$ cat src/rtl/ddo_pkg.sv
`timescale 1ns / 1ps
// ----------------------------------------------------------------------------
// ddo_pkg
// Types, constants and tables for the differential drive odometry block.
// ----------------------------------------------------------------------------
package ddo_pkg;

    // timestamp width
    localparam int TIME_BITS = 48;
    // width of the velocity dividend: (64-bit magnitude * 10^6) >> 16
    localparam int DIV_W = 68;
    // cordic iterations
    localparam int CORDIC_ITERS = 30;

    // configuration port
    localparam int CFG_ADDR_W = 3;
    localparam logic REG_DIST = 1'b0;
    localparam logic REG_TURN = 1'b1;
    localparam logic [31:0] DIST_RESET = 32'd2653356;
    localparam logic [31:0] TURN_RESET = 32'd54273092;

    // 2^64 / (2 pi) split into halves
    localparam logic [31:0] INV_2PI_LO = 32'h9391054A;
    localparam logic [31:0] INV_2PI_HI = 32'h28BE60DB;
    // cordic start vector and unit in Q1.30
    localparam logic signed [33:0] CORDIC_GAIN = 34'sd652032874;
    localparam logic signed [33:0] ONE_Q30 = 34'sd1073741824;
    // microseconds per second
    localparam logic [31:0] US_PER_S = 32'd1000000;
    // glitch limit on a count delta
    localparam logic signed [32:0] GLITCH_LIMIT = 33'sd1073741824;

    typedef struct packed {
        logic signed [31:0] left_count;
        logic signed [31:0] right_count;
        logic [TIME_BITS-1:0] time_us;
    } t_in_item;

    typedef struct packed {
        logic signed [63:0] pos_x;
        logic signed [63:0] pos_y;
        logic [31:0] heading;
        logic signed [31:0] quat_z;
        logic signed [31:0] quat_w;
        logic signed [31:0] lin_vel;
        logic signed [31:0] ang_vel;
        logic dt_zero;
    } t_out_item;

    // arctangent of 2^-i as a binary angle
    function automatic logic [31:0] atan_bam(input logic [4:0] idx);
        logic [31:0] v;
        case (idx)
            5'd0: v = 32'h20000000;
            5'd1: v = 32'h12E4051E;
            5'd2: v = 32'h09FB385B;
            5'd3: v = 32'h051111D4;
            5'd4: v = 32'h028B0D43;
            5'd5: v = 32'h0145D7E1;
            5'd6: v = 32'h00A2F61E;
            5'd7: v = 32'h00517C55;
            5'd8: v = 32'h0028BE53;
            5'd9: v = 32'h00145F2F;
            5'd10: v = 32'h000A2F98;
            5'd11: v = 32'h000517CC;
            5'd12: v = 32'h00028BE6;
            5'd13: v = 32'h000145F3;
            5'd14: v = 32'h0000A2FA;
            5'd15: v = 32'h0000517D;
            5'd16: v = 32'h000028BE;
            5'd17: v = 32'h0000145F;
            5'd18: v = 32'h00000A30;
            5'd19: v = 32'h00000518;
            5'd20: v = 32'h0000028C;
            5'd21: v = 32'h00000146;
            5'd22: v = 32'h000000A3;
            5'd23: v = 32'h00000051;
            5'd24: v = 32'h00000029;
            5'd25: v = 32'h00000014;
            5'd26: v = 32'h0000000A;
            5'd27: v = 32'h00000005;
            5'd28: v = 32'h00000003;
            5'd29: v = 32'h00000001;
            default: v = 32'h00000000;
        endcase
        return v;
    endfunction

endpackage

$ cat src/rtl/ddo_cordic.sv
`timescale 1ns / 1ps
// ----------------------------------------------------------------------------
// ddo_cordic
// Iterative rotation-mode cordic: cosine and sine of a binary angle in Q1.30.
// ----------------------------------------------------------------------------
module ddo_cordic (
    input  logic               i_clk,
    input  logic               i_rst_n,
    input  logic               i_start,
    input  logic [31:0]        i_angle,
    output logic               o_done,
    output logic signed [31:0] o_cos,
    output logic signed [31:0] o_sin
);

    logic               r_busy, n_busy;
    logic               r_done, n_done;
    logic [4:0]         r_i, n_i;
    logic               r_flip, n_flip;
    logic signed [33:0] r_x, n_x;
    logic signed [33:0] r_y, n_y;
    logic signed [33:0] r_z, n_z;

    logic signed [33:0] ang_s, rot_s, dx, dy, at, fx, fy;
    logic [31:0]        rot;

    // fold, iterate, finish
    always_comb begin
        ang_s = {{2{i_angle[31]}}, i_angle};
        rot = i_angle + 32'h80000000;
        rot_s = {{2{rot[31]}}, rot};
        dx = r_y >>> r_i;
        dy = r_x >>> r_i;
        at = $signed({2'b00, ddo_pkg::atan_bam(r_i)});
        n_busy = r_busy;
        n_done = 1'b0;
        n_i = r_i;
        n_flip = r_flip;
        n_x = r_x;
        n_y = r_y;
        n_z = r_z;
        if (i_start) begin
            n_busy = 1'b1;
            n_i = 5'd0;
            n_x = ddo_pkg::CORDIC_GAIN;
            n_y = 34'sd0;
            if (ang_s > ddo_pkg::ONE_Q30 || ang_s < -ddo_pkg::ONE_Q30) begin
                n_z = rot_s;
                n_flip = 1'b1;
            end else begin
                n_z = ang_s;
                n_flip = 1'b0;
            end
        end else if (r_busy) begin
            if (!r_z[33]) begin
                n_x = r_x - dx;
                n_y = r_y + dy;
                n_z = r_z - at;
            end else begin
                n_x = r_x + dx;
                n_y = r_y - dy;
                n_z = r_z + at;
            end
            n_i = r_i + 5'd1;
            if (r_i == 5'(ddo_pkg::CORDIC_ITERS - 1)) begin
                n_busy = 1'b0;
                n_done = 1'b1;
            end
        end
    end

    // sign fix and clamp to one
    always_comb begin
        fx = r_flip ? -r_x : r_x;
        fy = r_flip ? -r_y : r_y;
        if (fx > ddo_pkg::ONE_Q30) fx = ddo_pkg::ONE_Q30;
        else if (fx < -ddo_pkg::ONE_Q30) fx = -ddo_pkg::ONE_Q30;
        if (fy > ddo_pkg::ONE_Q30) fy = ddo_pkg::ONE_Q30;
        else if (fy < -ddo_pkg::ONE_Q30) fy = -ddo_pkg::ONE_Q30;
        o_cos = fx[31:0];
        o_sin = fy[31:0];
    end

    assign o_done = r_done;

    always_ff @(posedge i_clk) begin
        if (!i_rst_n) begin
            r_busy <= 1'b0;
            r_done <= 1'b0;
            r_i <= 5'd0;
        end else begin
            r_busy <= n_busy;
            r_done <= n_done;
            r_i <= n_i;
        end
        r_flip <= n_flip;
        r_x <= n_x;
        r_y <= n_y;
        r_z <= n_z;
    end

endmodule

$ cat config.mk
export PLATFORM = sky130hd
export DESIGN_NAME = ddo_cordic
export DESIGN_NICKNAME = d
export VERILOG_FILES = /design/src/rtl/ddo_pkg.sv /design/src/rtl/ddo_cordic.sv
export SDC_FILE = /design/constraint.sdc
export NUM_CORES = 1
export LEC_CHECK = 0
export ABC_AREA = 0
export BUFFER_PORTS_ARGS = -buffer_cell sky130_fd_sc_hd__buf_4
export CORE_ASPECT_RATIO = 0.8
export CORE_UTILIZATION = 55
export CTS_BUF_LIST = sky130_fd_sc_hd__clkbuf_16
export DETAILED_ROUTE_END_ITERATION = 12
export PLACE_DENSITY = 0.84
export SYNTH_ARGS = -nofsm -noshare
export SYNTH_HDL_FRONTEND = slang
export SYNTH_SLANG_ARGS = --single-unit
$ cat constraint.sdc
create_clock -name i_clk -period 11.6 [get_ports i_clk]
set_clock_uncertainty 0.2 [all_clocks]
set_input_delay 1.74 -clock i_clk [delete_from_list [all_inputs] [get_ports i_clk]]
set_output_delay 1.74 -clock i_clk [all_outputs]
set_load 0.005 [all_outputs]
==> summary.md <==
| Metric | Value |
|---|---|
| Largest net degree at the start of global routing | 100 |
| Area grow syn2layout | 6.85% |
| Post-CTS sizing | 0 |
| Slowest CP cell | buf_4 |
| R2r startpoint | r_i[1] |
| Clock buffer count from CTS | 17 |
| Crit path cell chain | buf_4, mux4_2, mux2_2, a222oi_1, or2_2, o21a_1, ha_1, and3_1, nor3b_1, a21oi_1, xor2_1, ha_1, nand3_1, or4_1, o211ai_1, nand3_1, o21ai_0, nand4_1, a31oi_1, nand3_1, nand3b_1, mux2_2 |
| IO Port Bufs | 99 |
| Crit. End Element | flip-flop |
| Fraction of registers with async set/reset | 0% |
| Commonest cells after routing, fill and taps aside | 257 x nor2_1, 247 x nand2_1, 208 x a21oi_1, 165 x o21ai_0, 133 x buf_4 |
| Average size of a mapped cell | 7.74 um2 |
| Overflow after GRT | 0 |
| Total core area | 35,900 um2 |
| Global-route wire length before repair | 109,000 um |
| Critical-path maximum fanout | 74 |
| CTS sink count | 140 |
| Number of synthesized flops with an enable pin | 35 |
| RSZ-0062 raised after global routing | false |
| TritonRoute pass-1 iters | 8 |
| Wire length per cell | 22.9 um |
| # DRC | 0 |
| Hold Crit Depth | 2 |
| Worst-Skew Late Latency | 0.48 ns |
| Postcts setup bufs | 0 |
| Rows | 62 |
| Number of DRC markers in iteration 0 | 2,872 |
| GPL Wtd Cong | 1.03 |
| Dpl cells | 3,001 |
| Nets | 2,693 |
| Final non-filler cell total | 3,034 |
| Status | finished clean |
| CP arrival | 8.24 ns |
| Synth Instances | 2,597 |
| Hold_buf cts | 0 |
| Root Driver | clkbuf_16 |
| Worst Hold End | r_y[0] |
| Finish-stage setup viols | 0 |
| Peak VDD IR | 0.000169 V |
| Worst Hold Class | reg -> reg |
| Commonest non-fill, non-tap cell in the layout | nor2_1 |
| Unique masters post-synth | 88 |
| LEAKAGE | 8.79 nW |
| CP Launch Type | flip-flop |
| Total GRT Usage | 36.4% |
| Main synth FF type | dfxtp_1 |
| H-Tree Depth | 4 |
| Die H | 173 um |
| Antenna violations before repair | 1 |
| Rel. slew slack | 22.9% |
| Syn Nets | 2,750 |
| Crit Path Class | reg -> reg |
| Cell area after synthesis | 20,100 um2 |
| Area leader, netlist | dfxtp_1 |
| Final Max Slew Viols | 0 |
| Ys Warns | 0 |
| Reg2reg end | r_y[33] |
| Number of nets with antenna violations after detailed routing | 0 |
| Pwr Density | 317 nW/um2 |
| Via density per instance | 6.97 |
| Reg2reg path depth | 22 |
| HP Start | r_y[0] |
| Detailed placement HPWL | 50,800 um |
| TNS Setup | 0 ns |
| Seq/Total Area, Yosys | 15.7% |
| Period utilisation layout | 69.6% |
| Share of cells above drive strength 1 | 13.0% |
| Crit path largest cell delay | 0.87 ns |
| Synth top area share | 10.5% |
| Max-cap violation count | 0 |
| Max clock buf depth | 2 |
| Critical path data required time | 11.77 ns |
| Most used cell, CP | nand3_1 |
| CTS tree | built |
| Die width | 216 um |
| DR vias | 21,132 |
| R2R setup slack | 3.53 ns |
| Die area | 37,300 um2 |
| FMAX | 124 MHz |
| Fill count | 3,147 |
| Worst-Margin Slew | 1.15 ns |
| Multi-input logic area | 15,900 um2 |
| Synthesized flop and latch total | 140 |
| Clock period minus worst slack | 8.07 ns |
| Initial Utilization | 56.0% |
| CTS clk-pin slew, worst paths | 0.07 ns |
| Register Area | 3170 um2 |
| IO Count | 100 |
| Synth top area cells | dfxtp_1 10%, mux4_2 9.7%, ha_1 7.2%, edfxtp_1 5.2%, a21oi_1 5.2% |
| Final Hold Fails | 0 |
| WL final | 69,500 um |
| Via count of the first global-routing pass | 19,645 |
-- state kept, by name, summed over array words and instances, names as in the netlist --
signal  flops
r_x        34
r_y        34
r_z        34
at         30
r_i         5
o_done      1
r_busy      1
r_flip      1
-- per-layer routing --
| metal | GRT usage [%] | part of all wire [%] |
|---|---|---|
| met1 | 49.6 | 40 |
| met2 | 55.4 | 44 |
| met3 | 8.50 | 13 |
| met4 | 14.5 | 3.7 |
| met5 | 0 | 0 |
-- critical path: cells and delay by family (launching register included) --
kind                       cells  cell delay [ns]
DFF                            1             0.78
buffers and inverters          1             0.87
AOI/OAI and AO/OA              6             1.69
muxes                          3             1.29
xor gates and xnor gates       1             0.18
adders and majority gates      2             0.55
and+or+nand+nor                9             2.30
-- layout make-up --
type | instances | share of cell area (%)
antenna | 1 | 0.0116
clock buffer | 18 | 2.10
clock inverter | 14 | 0.658
inverter | 71 | 1.24
multi-input combinational | 2177 | 73.8
sequential | 140 | 14.7
tap | 480 | 2.79
timing repair buffer | 133 | 4.65
-- per-stage QoR --
| step | area, um2 | hold WS (ns) | power [W] | worst slack, ns | util (%) |
|---|---|---|---|---|---|
| 2_1_floorplan | 20100 | 0.286 | 0.00482 | 5.22 | - |
| 3_5_place_dp | 20900 | 0.394 | 0.00603 | 3.74 | 58.2 |
| 5_1_grt | 21500 | 0.429 | 0.00730 | 3.04 | 59.8 |
| 6_report | 21500 | 0.406 | 0.00681 | 3.53 | 59.8 |
| 4_1_cts | 21500 | 0.398 | 0.00664 | 3.70 | 59.8 |
| 3_3_place_gp | 20900 | 0.378 | 0.00583 | 4.01 | 58.2 |
-- Yosys cell counts, types with 27 or more instances --
library cell  number
a211oi_1          27
a21o_1            75
a21oi_1          208
a31oi_1           38
clkbuf_1         158
dfxtp_1          105
edfxtp_1          35
ha_1             115
inv_1             64
mux2_2            43
mux2i_1           66
mux4_2            87
nand2_1          247
nand2b_1          31
nand3_1           44
nor2_1           258
nor3_1            82
o21ai_0          165
or3_1             31
xnor2_1          112
xor2_1           117
-- cells by family after synthesis --
| family | count (synthesis) | share of synthesized area [%] |
|---|---|---|
| AO/OA/AOI/OAI | 744 | 23.8 |
| multiplexers | 205 | 16.5 |
| buffers and inverters | 280 | 5.50 |
| AND/OR/NAND/NOR | 881 | 21.1 |
| XOR/XNOR | 229 | 9.97 |
| flip-flops | 140 | 15.7 |
| adder cells (fa/ha/maj) | 118 | 7.45 |
-- worst max-delay path by stage --
stage,start,end,slack (ns),cells after the start
2_1_floorplan,r_i[1],r_y[32],5.22,24
3_3_place_gp,r_i[1],r_y[33],4.01,22
3_5_place_dp,r_i[1],r_y[33],3.74,22
4_1_cts,r_i[1],r_y[33],3.70,22
5_1_grt,r_i[1],r_y[33],3.04,22
6_report,r_i[1],r_y[33],3.53,22
-- power by group --
group / switching (W) / total (W) / internal, W
Sequential: 0.000444 / 0.00112 / 0.000678
Clock: 0.000262 / 0.000577 / 0.000315
Combinational: 0.00289 / 0.00511 / 0.00222
Total: 0.00360 / 0.00681 / 0.00322
(Power assumes the default switching activity.)
