File: src/rtl/ddo_pkg.sv
`timescale 1ns / 1ps
// ----------------------------------------------------------------------------
// ddo_pkg
// Types, constants and tables for the differential drive odometry block.
// ----------------------------------------------------------------------------
package ddo_pkg;

    // timestamp width
    localparam int TIME_BITS = 48;
    // width of the velocity dividend: (64-bit magnitude * 10^6) >> 16
    localparam int DIV_W = 68;
    // cordic iterations
    localparam int CORDIC_ITERS = 30;

    // configuration port
    localparam int CFG_ADDR_W = 3;
    localparam logic REG_DIST = 1'b0;
    localparam logic REG_TURN = 1'b1;
    localparam logic [31:0] DIST_RESET = 32'd2653356;
    localparam logic [31:0] TURN_RESET = 32'd54273092;

    // 2^64 / (2 pi) split into halves
    localparam logic [31:0] INV_2PI_LO = 32'h9391054A;
    localparam logic [31:0] INV_2PI_HI = 32'h28BE60DB;
    // cordic start vector and unit in Q1.30
    localparam logic signed [33:0] CORDIC_GAIN = 34'sd652032874;
    localparam logic signed [33:0] ONE_Q30 = 34'sd1073741824;
    // microseconds per second
    localparam logic [31:0] US_PER_S = 32'd1000000;
    // glitch limit on a count delta
    localparam logic signed [32:0] GLITCH_LIMIT = 33'sd1073741824;

    typedef struct packed {
        logic signed [31:0] left_count;
        logic signed [31:0] right_count;
        logic [TIME_BITS-1:0] time_us;
    } t_in_item;

    typedef struct packed {
        logic signed [63:0] pos_x;
        logic signed [63:0] pos_y;
        logic [31:0] heading;
        logic signed [31:0] quat_z;
        logic signed [31:0] quat_w;
        logic signed [31:0] lin_vel;
        logic signed [31:0] ang_vel;
        logic dt_zero;
    } t_out_item;

    // arctangent of 2^-i as a binary angle
    function automatic logic [31:0] atan_bam(input logic [4:0] idx);
        logic [31:0] v;
        case (idx)
            5'd0: v = 32'h20000000;
            5'd1: v = 32'h12E4051E;
            5'd2: v = 32'h09FB385B;
            5'd3: v = 32'h051111D4;
            5'd4: v = 32'h028B0D43;
            5'd5: v = 32'h0145D7E1;
            5'd6: v = 32'h00A2F61E;
            5'd7: v = 32'h00517C55;
            5'd8: v = 32'h0028BE53;
            5'd9: v = 32'h00145F2F;
            5'd10: v = 32'h000A2F98;
            5'd11: v = 32'h000517CC;
            5'd12: v = 32'h00028BE6;
            5'd13: v = 32'h000145F3;
            5'd14: v = 32'h0000A2FA;
            5'd15: v = 32'h0000517D;
            5'd16: v = 32'h000028BE;
            5'd17: v = 32'h0000145F;
            5'd18: v = 32'h00000A30;
            5'd19: v = 32'h00000518;
            5'd20: v = 32'h0000028C;
            5'd21: v = 32'h00000146;
            5'd22: v = 32'h000000A3;
            5'd23: v = 32'h00000051;
            5'd24: v = 32'h00000029;
            5'd25: v = 32'h00000014;
            5'd26: v = 32'h0000000A;
            5'd27: v = 32'h00000005;
            5'd28: v = 32'h00000003;
            5'd29: v = 32'h00000001;
            default: v = 32'h00000000;
        endcase
        return v;
    endfunction

endpackage

File: src/rtl/ddo_div.sv
`timescale 1ns / 1ps
// ----------------------------------------------------------------------------
// ddo_div
// Bit-serial restoring divider for the velocities, quotient capped to 32 bits.
// ----------------------------------------------------------------------------
module ddo_div (
    input  logic                          i_clk,
    input  logic                          i_rst_n,
    input  logic                          i_start,
    input  logic [ddo_pkg::DIV_W-1:0]     i_num,
    input  logic [ddo_pkg::TIME_BITS-1:0] i_den,
    input  logic                          i_neg,
    output logic                          o_done,
    output logic [31:0]                   o_quot
);

    localparam int DW = ddo_pkg::DIV_W;
    localparam int TB = ddo_pkg::TIME_BITS;
    localparam int CW = $clog2(DW);

    logic          r_busy, n_busy;
    logic          r_done, n_done;
    logic [CW-1:0] r_cnt, n_cnt;
    logic          r_neg, n_neg;
    logic [DW-1:0] r_num, n_num;
    logic [DW-1:0] r_quo, n_quo;
    logic [TB:0]   r_rem, n_rem;
    logic [TB-1:0] r_den, n_den;

    logic [TB:0]   rem_sh;
    logic          ge;
    logic [31:0]   cap, qv;
    logic          over;

    // one quotient bit per cycle
    always_comb begin
        rem_sh = {r_rem[TB-1:0], r_num[DW-1]};
        ge = rem_sh >= {1'b0, r_den};
        n_busy = r_busy;
        n_done = 1'b0;
        n_cnt = r_cnt;
        n_neg = r_neg;
        n_num = r_num;
        n_quo = r_quo;
        n_rem = r_rem;
        n_den = r_den;
        if (i_start) begin
            n_busy = 1'b1;
            n_cnt = '0;
            n_neg = i_neg;
            n_num = i_num;
            n_quo = '0;
            n_rem = '0;
            n_den = i_den;
        end else if (r_busy) begin
            n_rem = ge ? (rem_sh - {1'b0, r_den}) : rem_sh;
            n_quo = {r_quo[DW-2:0], ge};
            n_num = {r_num[DW-2:0], 1'b0};
            n_cnt = r_cnt + 1'b1;
            if (r_cnt == CW'(DW - 1)) begin
                n_busy = 1'b0;
                n_done = 1'b1;
            end
        end
    end

    // saturate and apply sign
    always_comb begin
        cap = r_neg ? 32'h80000000 : 32'h7FFFFFFF;
        over = (|r_quo[DW-1:32]) || (r_quo[31:0] > cap);
        qv = over ? cap : r_quo[31:0];
        o_quot = r_neg ? (32'd0 - qv) : qv;
    end

    assign o_done = r_done;

    always_ff @(posedge i_clk) begin
        if (!i_rst_n) begin
            r_busy <= 1'b0;
            r_done <= 1'b0;
            r_cnt <= '0;
        end else begin
            r_busy <= n_busy;
            r_done <= n_done;
            r_cnt <= n_cnt;
        end
        r_neg <= n_neg;
        r_num <= n_num;
        r_quo <= n_quo;
        r_rem <= n_rem;
        r_den <= n_den;
    end

endmodule

File: config.mk
export PLATFORM = sky130hd
export DESIGN_NAME = ddo_div
export DESIGN_NICKNAME = d
export VERILOG_FILES = /design/src/rtl/ddo_pkg.sv /design/src/rtl/ddo_div.sv
export SDC_FILE = /design/constraint.sdc
export NUM_CORES = 1
export LEC_CHECK = 0
export BUFFER_PORTS_ARGS = -buffer_cell sky130_fd_sc_hd__clkbuf_2
export CAP_MARGIN = 20
export CORE_UTILIZATION = 50
export CTS_CLUSTER_DIAMETER = 30
export CTS_CLUSTER_SIZE = 30
export DETAILED_ROUTE_END_ITERATION = 8
export PLACE_DENSITY = 0.74
export SYNTH_ARGS = -nofsm -noshare
export SYNTH_HDL_FRONTEND = slang
export SYNTH_SLANG_ARGS = --single-unit
File: constraint.sdc
create_clock -name i_clk -period 6.7 [get_ports i_clk]
set_clock_uncertainty 0.1 [all_clocks]
set_input_delay 0.67 -clock i_clk [delete_from_list [all_inputs] [get_ports i_clk]]
set_output_delay 0.67 -clock i_clk [all_outputs]
set_load 0.02 [all_outputs]
==> impl_metrics.csv, run 1 <==
group,metric,value,unit
setup_path,crit_path_start_kind,"register",
timing,period_needed,6.269,ns
setup_path,cp.required,5.93,ns
drt,viasPerCell,5.713,
floorplanning,die_w,169.2,um
floorplanning,die_area,28640,sq um
timing,maxSlewViolCount,0,
clock_tree,post_cts_buffers,0,
floorplanning,die_h,169.2,um
clock_tree,insertion_delay,0.57,ns
setup_path,reg2reg_to,"r_rem[27]$_SDFFE_PP0P_",
timing,clock.fmax,159.5,MHz
setup_path,path_buf_inv,3,
timing,final_hold_viol_count,0,
clock_tree,cts_tree,"yes",
status,status,"completed",
setup_path,worstRegToRegCells,12,
floorplanning,num_rows,60,
floorplanning,top_level_ports,153,
synthesis,synthArstFlopShare,0,%
pwr,leakage,7.386,nW
clock_tree,cts_resized,0,
setup_path,crit_chain,"buf_12 -> ha_1 -> a21o_1 -> a21o_1 -> a21oi_1 -> nor3_1 -> a2111oi_0 -> a31oi_2 -> o21ai_0 -> ha_1 -> buf_4 -> nand3_1 -> or2_1 -> or3_1 -> nor2_4 -> nand3_1 -> o31ai_1 -> xor2_1 -> a21oi_1 -> clkbuf_2",
timing,setup_violations,0,
synthesis,syn_nets,1653,
grt,grt.total_usage,23.36,%
drt,num_vias,11520,
pwr,power,5.190,mW
drt,ant_nets,0,
pwr,power_density,305.0,nW/um^2
synthesis,ys.flop_type,"dfxtp_1",
drt,drc,0,
clock_tree,root_buffer,"clkbuf_16",
clock_tree,hold_buffers,0,
timing,hold_ws,0.1712,ns
grt,grt_pass1_wl,54790,um
synthesis,synth_area_leader_cell,"edfxtp_1",
synthesis,yosysUniqueCellTypes,86,
setup_path,r2r_start,"r_den[36]$_DFFE_PP_",
grt,grt_pass1_vias,11160,
floorplanning,initial_core_util,51.45,%
timing,grt_setup_unrepaired,"no",
timing,fin_crit_sh,93.57,%
place,hpwl,22220,um
synthesis,syn-cell-area,13980,sq um
pwr,irDropWorstVdd,0.0003495,V
cells_and_area,nNetsFinal,1801,
worst_hold_path,hold-path-endpoint,"r_den[6]$_DFFE_PP_",
setup_path,slowest_delay,0.53,ns
synthesis,synth_edf_count,117,
drt,dr.pass1.iters,5,
cells_and_area,final_core_util,62.62,%
clock_tree,clk_pin_slew,0.06,ns
synthesis,yosys-top-cells-area,"edfxtp_1, dfxtp_1, ha_1",
setup_path,path_class,"register to output port",
setup_path,cp_max_fo,69,
setup_path,r2r_setup_slack,2.97,ns
worst_hold_path,min_path_cells,1,
timing,tns,0,ns
clock_tree,clockBufferDepth,3,
place,globalplace.congestion,0.9036,
synthesis,synth_cells,1450,
setup_path,cp-end-kind,"output port",
synthesis,ys_ff_latch,242,
worst_hold_path,hp-class,"primary input to register",
setup_path,cp_top_family,"compound AO/OA/AOI/OAI gates",
cells_and_area,fill_cells,2276,
clock_tree,htree_num_levels,2,
grt,grt_start_max_net_pins,194,
flow_run,drv_cap,0,
clock_tree,cts_buffers,55,
synthesis,synth_top_area_share,25.13,%
synthesis,synth.most_common_cell,"nor2_1",
synthesis,yosysWarnings,0,
timing,slew_headroom,35.88,%
cells_and_area,ff_latch_area,6020,sq um
setup_path,cpMaxStageDelayCell,"a2111oi_0",
floorplanning,core_area,27180,sq um
drt,wl_per_cell,16.59,um
drt,drt_wl_total,33470,um
cells_and_area,drive_gt1_share,21.70,%
cells_and_area,multi_input_area,7358,sq um
drt,drt_iter0_markers,865,
synthesis,avgSynthCellArea,9.644,sq um
clock_tree,cts.sinks,242,
cells_and_area,n_antenna_cell,0,
cells_and_area,area_growth_syn_to_layout,21.69,%
synthesis,synthTopCellsByCount,"nor2_1, nand2_1, dfxtp_1",
place,io_buffers,152,
setup_path,arrival,5.50,ns
timing,tightestPinTransition,0.9545,ns
grt,antenna_found_initial,1,
worst_hold_path,hold_start,"i_den[6]",
synthesis,ys_seq_area_share,43.02,%
grt,grt.overflow.total,0,
==> worst reg2reg max path: cells and delay by family, from the launching register on <==
family	cells	cell delay, ns
compound gates	6	1.71
buf+inv	2	0.52
simple gates	3	0.63
flops	1	0.35
fa+ha+maj	1	0.31
==> placed cells by master (no fill, tap or decap), types with 24 or more instances in the layout <==
cell type	count
a21oi_1	100
inv_1	77
nand3_1	28
nor2_1	150
clkbuf_16	56
mux2i_1	71
o21ai_0	42
nand4_1	24
a311oi_1	27
xor2_1	24
clkbuf_2	151
nand2_1	132
a21o_1	27
xnor2_1	24
ha_1	82
edfxtp_1	117
mux2_2	67
dfxtp_1	124
==> sequential cells by signal, summed over array words and instances, names as in the netlist <==
signal  cells
r_num      68
r_quo      68
r_den      48
r_rem      48
r_cnt       7
o_done      1
r_busy      1
r_neg       1
==> cell type report <==
cell class,instances,area share (%)
clock buffer,57,8.257
clock inverter,47,3.426
inverter,79,1.743
multi-input combinational,1056,43.24
sequential,242,35.38
tap,372,2.735
timing repair buffer,164,5.221
==> through the flow <==
step           setup WS [ns]  std cells  area (sq um)
3_5_place_dp           1.040       1911         15010
4_1_cts               0.4336       2015         17000
2_1_floorplan         0.8021       1450         13980
6_report              0.4309       2017         17020
3_3_place_gp           1.077       1911         15010
5_1_grt              0.05430       2017         17020
==> power by group <==
part	leakage, nW	internal [mW]	total [mW]	switching [mW]
Clock	0.947	1.87	2.82	0.948
Sequential	2.18	1.66	1.70	0.0465
Combinational	4.26	0.275	0.665	0.390
Total	7.39	3.80	5.19	1.39
==> per-layer routing <==
layer	global-route usage [%]	routed length, um	vias up
met5	0	16	-
met4	8.069	850	2
met2	37.13	14970	393
li1	-	-	5654
met1	30.58	14920	5405
met3	6.390	2714	70
==> cell families after synthesis <==
| group | share of synthesized area (%) |
|---|---|
| simple gates | 14.95 |
| compound gates | 16.57 |
| flops | 43.02 |
| buf+inv | 4.375 |
| mux | 10.48 |
| fa+ha+maj | 7.480 |
| xor+xnor | 3.123 |
==> worst max-delay path by stage <==
stage	start	end	slack, ns	cells past startpoint
after floorplan	r_neg$_DFFE_PP_	o_quot[24]	0.80	20
after global placement	r_neg$_DFFE_PP_	o_quot[24]	1.08	20
after detailed placement	r_neg$_DFFE_PP_	o_quot[30]	1.04	20
after CTS	r_neg$_DFFE_PP_	o_quot[30]	0.43	20
after global routing	r_neg$_DFFE_PP_	o_quot[28]	0.05	20
final	r_neg$_DFFE_PP_	o_quot[24]	0.43	20
Power figures use the tool's default switching activity.
==> run 2, diff against run 1 <==
--- a/config.mk
+++ b/config.mk
@@ -7,11 +7,11 @@
 export LEC_CHECK = 0
 export BUFFER_PORTS_ARGS = -buffer_cell sky130_fd_sc_hd__clkbuf_2
 export CAP_MARGIN = 20
-export CORE_UTILIZATION = 50
+export CORE_UTILIZATION = 35
 export CTS_CLUSTER_DIAMETER = 30
 export CTS_CLUSTER_SIZE = 30
 export DETAILED_ROUTE_END_ITERATION = 8
-export PLACE_DENSITY = 0.74
+export PLACE_DENSITY = 0.56
 export SYNTH_ARGS = -nofsm -noshare
 export SYNTH_HDL_FRONTEND = slang
 export SYNTH_SLANG_ARGS = --single-unit
==> impl_metrics.csv, run 2 (synthesized netlist as in run 1, its figures left out) <==
group,metric,value,unit
status,status,"completed",
place,globalplace.congestion,0.8932,
clock_tree,cts_tree,"yes",
place,hpwl,23550,um
drt,wl_per_cell,15.95,um
timing,final_hold_viol_count,0,
grt,grt.total_usage,17.11,%
timing,clock.fmax,166.5,MHz
cells_and_area,drive_gt1_share,22.06,%
setup_path,r2r_start,"r_den[44]$_DFFE_PP_",
worst_hold_path,hold-path-endpoint,"r_den[29]$_DFFE_PP_",
floorplanning,num_rows,72,
timing,tns,0,ns
floorplanning,die_w,201.9,um
grt,grt_pass1_vias,11300,
drt,ant_nets,0,
drt,dr.pass1.iters,4,
clock_tree,post_cts_buffers,0,
worst_hold_path,min_path_cells,1,
setup_path,cp-end-kind,"output port",
place,io_buffers,152,
pwr,irDropWorstVdd,0.0002253,V
grt,antenna_found_initial,0,
drt,num_vias,11400,
drt,drt_wl_total,34810,um
setup_path,crit_chain,"buf_12 -> ha_1 -> a21o_1 -> a21o_1 -> a21oi_1 -> nor3_1 -> a2111oi_0 -> a31oi_2 -> o21ai_0 -> ha_1 -> nand3_1 -> or2_1 -> or3_1 -> nor2_4 -> nand2_1 -> o311ai_1 -> o21ai_1 -> a2bb2oi_1 -> clkbuf_2",
drt,drt_iter0_markers,705,
setup_path,arrival,5.24,ns
clock_tree,clk_pin_slew,0.04,ns
clock_tree,clockBufferDepth,3,
pwr,power_density,318.8,nW/um^2
cells_and_area,reg_top3,"r_num (68), r_quo (68)",
floorplanning,die_h,201.9,um
timing,tightestPinTransition,0.9809,ns
setup_path,worstRegToRegCells,11,
floorplanning,top_level_ports,153,
cells_and_area,final_core_util,44.87,%
grt,grt.overflow.total,0,
worst_hold_path,hp-class,"primary input to register",
worst_hold_path,hold_start,"i_den[29]",
floorplanning,initial_core_util,35.85,%
clock_tree,cts_resized,0,
floorplanning,die_area,40760,sq um
timing,maxSlewViolCount,0,
place,dp_cells,2060,
pwr,power,5.581,mW
drt,drc,0,
setup_path,cpMaxStageDelayCell,"a2111oi_0",
drt,viasPerCell,5.225,
clock_tree,hold_buffers,0,
setup_path,crit_path_start_kind,"register",
floorplanning,core_area,39010,sq um
setup_path,slowest_delay,0.55,ns
clock_tree,htree_num_levels,3,
timing,period_needed,6.008,ns
setup_path,cp.required,5.93,ns
grt,grt_start_max_net_pins,83,
setup_path,path_class,"register to output port",
setup_path,cp_top_family,"compound AO/OA/AOI/OAI gates",
timing,slew_headroom,34.61,%
timing,fin_crit_sh,89.67,%
cells_and_area,final_cells,2182,
clock_tree,insertion_delay,0.56,ns
setup_path,cp_max_fo,69,
cells_and_area,nNetsFinal,1813,
timing,grt_setup_unrepaired,"no",
clock_tree,root_buffer,"clkbuf_16",
setup_path,path_buf_inv,2,
cells_and_area,area_growth_syn_to_layout,25.18,%
cells_and_area,final_common_cell,"clkbuf_2",
cells_and_area,n_antenna_cell,0,
cells_and_area,final_cell_mix,"clkbuf_2, nor2_1, nand2_1, dfxtp_1, edfxtp_1",
timing,setup_violations,0,
cells_and_area,fill_cells,3739,
clock_tree,cts.sinks,242,
flow_run,drv_cap,0,
setup_path,r2r_setup_slack,2.79,ns
grt,grt_pass1_wl,57250,um
clock_tree,cts_buffers,66,
pwr,leakage,7.566,nW
setup_path,reg2reg_to,"r_rem[12]$_SDFFE_PP0P_",
run 2: worst max path at each step:
stage,start,end,slack [ns],depth (start not counted)
detailed placement,r_neg$_DFFE_PP_,o_quot[30],1.15,19
finish,r_neg$_DFFE_PP_,o_quot[30],0.69,19
global placement,r_neg$_DFFE_PP_,o_quot[24],1.26,19
CTS,r_neg$_DFFE_PP_,o_quot[30],0.57,19
floorplan,r_neg$_DFFE_PP_,o_quot[24],0.80,20
global route,r_neg$_DFFE_PP_,o_quot[30],0.21,19
run 2: metal layers:
layer	track usage, %	part of all wire (%)
met1	23.16	48
met2	25.49	42
met3	5.692	7.3
met4	5.601	1.9
met5	0	0
run 2: worst reg2reg max path, cell delays in order, from the launching register on:
cell and delay, ns:
edfxtp_1 0.37, inv_1 0.10, ha_1 0.30, o21ai_0 0.29, nand2b_1 0.17, nor2_1 0.04
a2111oi_0 0.57, nand2_1 0.32, nor2_2 0.73, buf_4 0.42, nand2_1 0.11, a311oi_1 0.27
run 2: cell type report:
| class | count | area, sq um | area share, % |
|---|---|---|---|
| multi-input cells | 1056 | 7358 | 42.04 |
| inverters | 79 | 296.5 | 1.694 |
| clock inverters | 38 | 470.5 | 2.688 |
| well taps | 518 | 648.1 | 3.703 |
| clock buffers | 84 | 1832 | 10.46 |
| repair buffers | 165 | 879.6 | 5.025 |
| flip-flops and latches | 242 | 6020 | 34.39 |
run 2: power breakdown:
part           internal, mW  switching, mW  leakage [nW]
Clock                  2.27          0.939          1.13
Combinational         0.275          0.395          4.26
Sequential             1.66         0.0433          2.18
Total                  4.20           1.38          7.57
run 2: stage by stage:
| stage | cell area (sq um) | setup slack [ns] | hold WS [ns] |
|---|---|---|---|
| after detailed placement | 15200 | 1.152 | 0.3779 |
| after global routing | 17500 | 0.2074 | 0.1546 |
| after CTS | 17500 | 0.5734 | 0.1554 |
| after floorplan | 13980 | 0.8021 | 0.3536 |
| final | 17500 | 0.6924 | 0.1878 |
| after global placement | 15200 | 1.258 | 0.3750 |
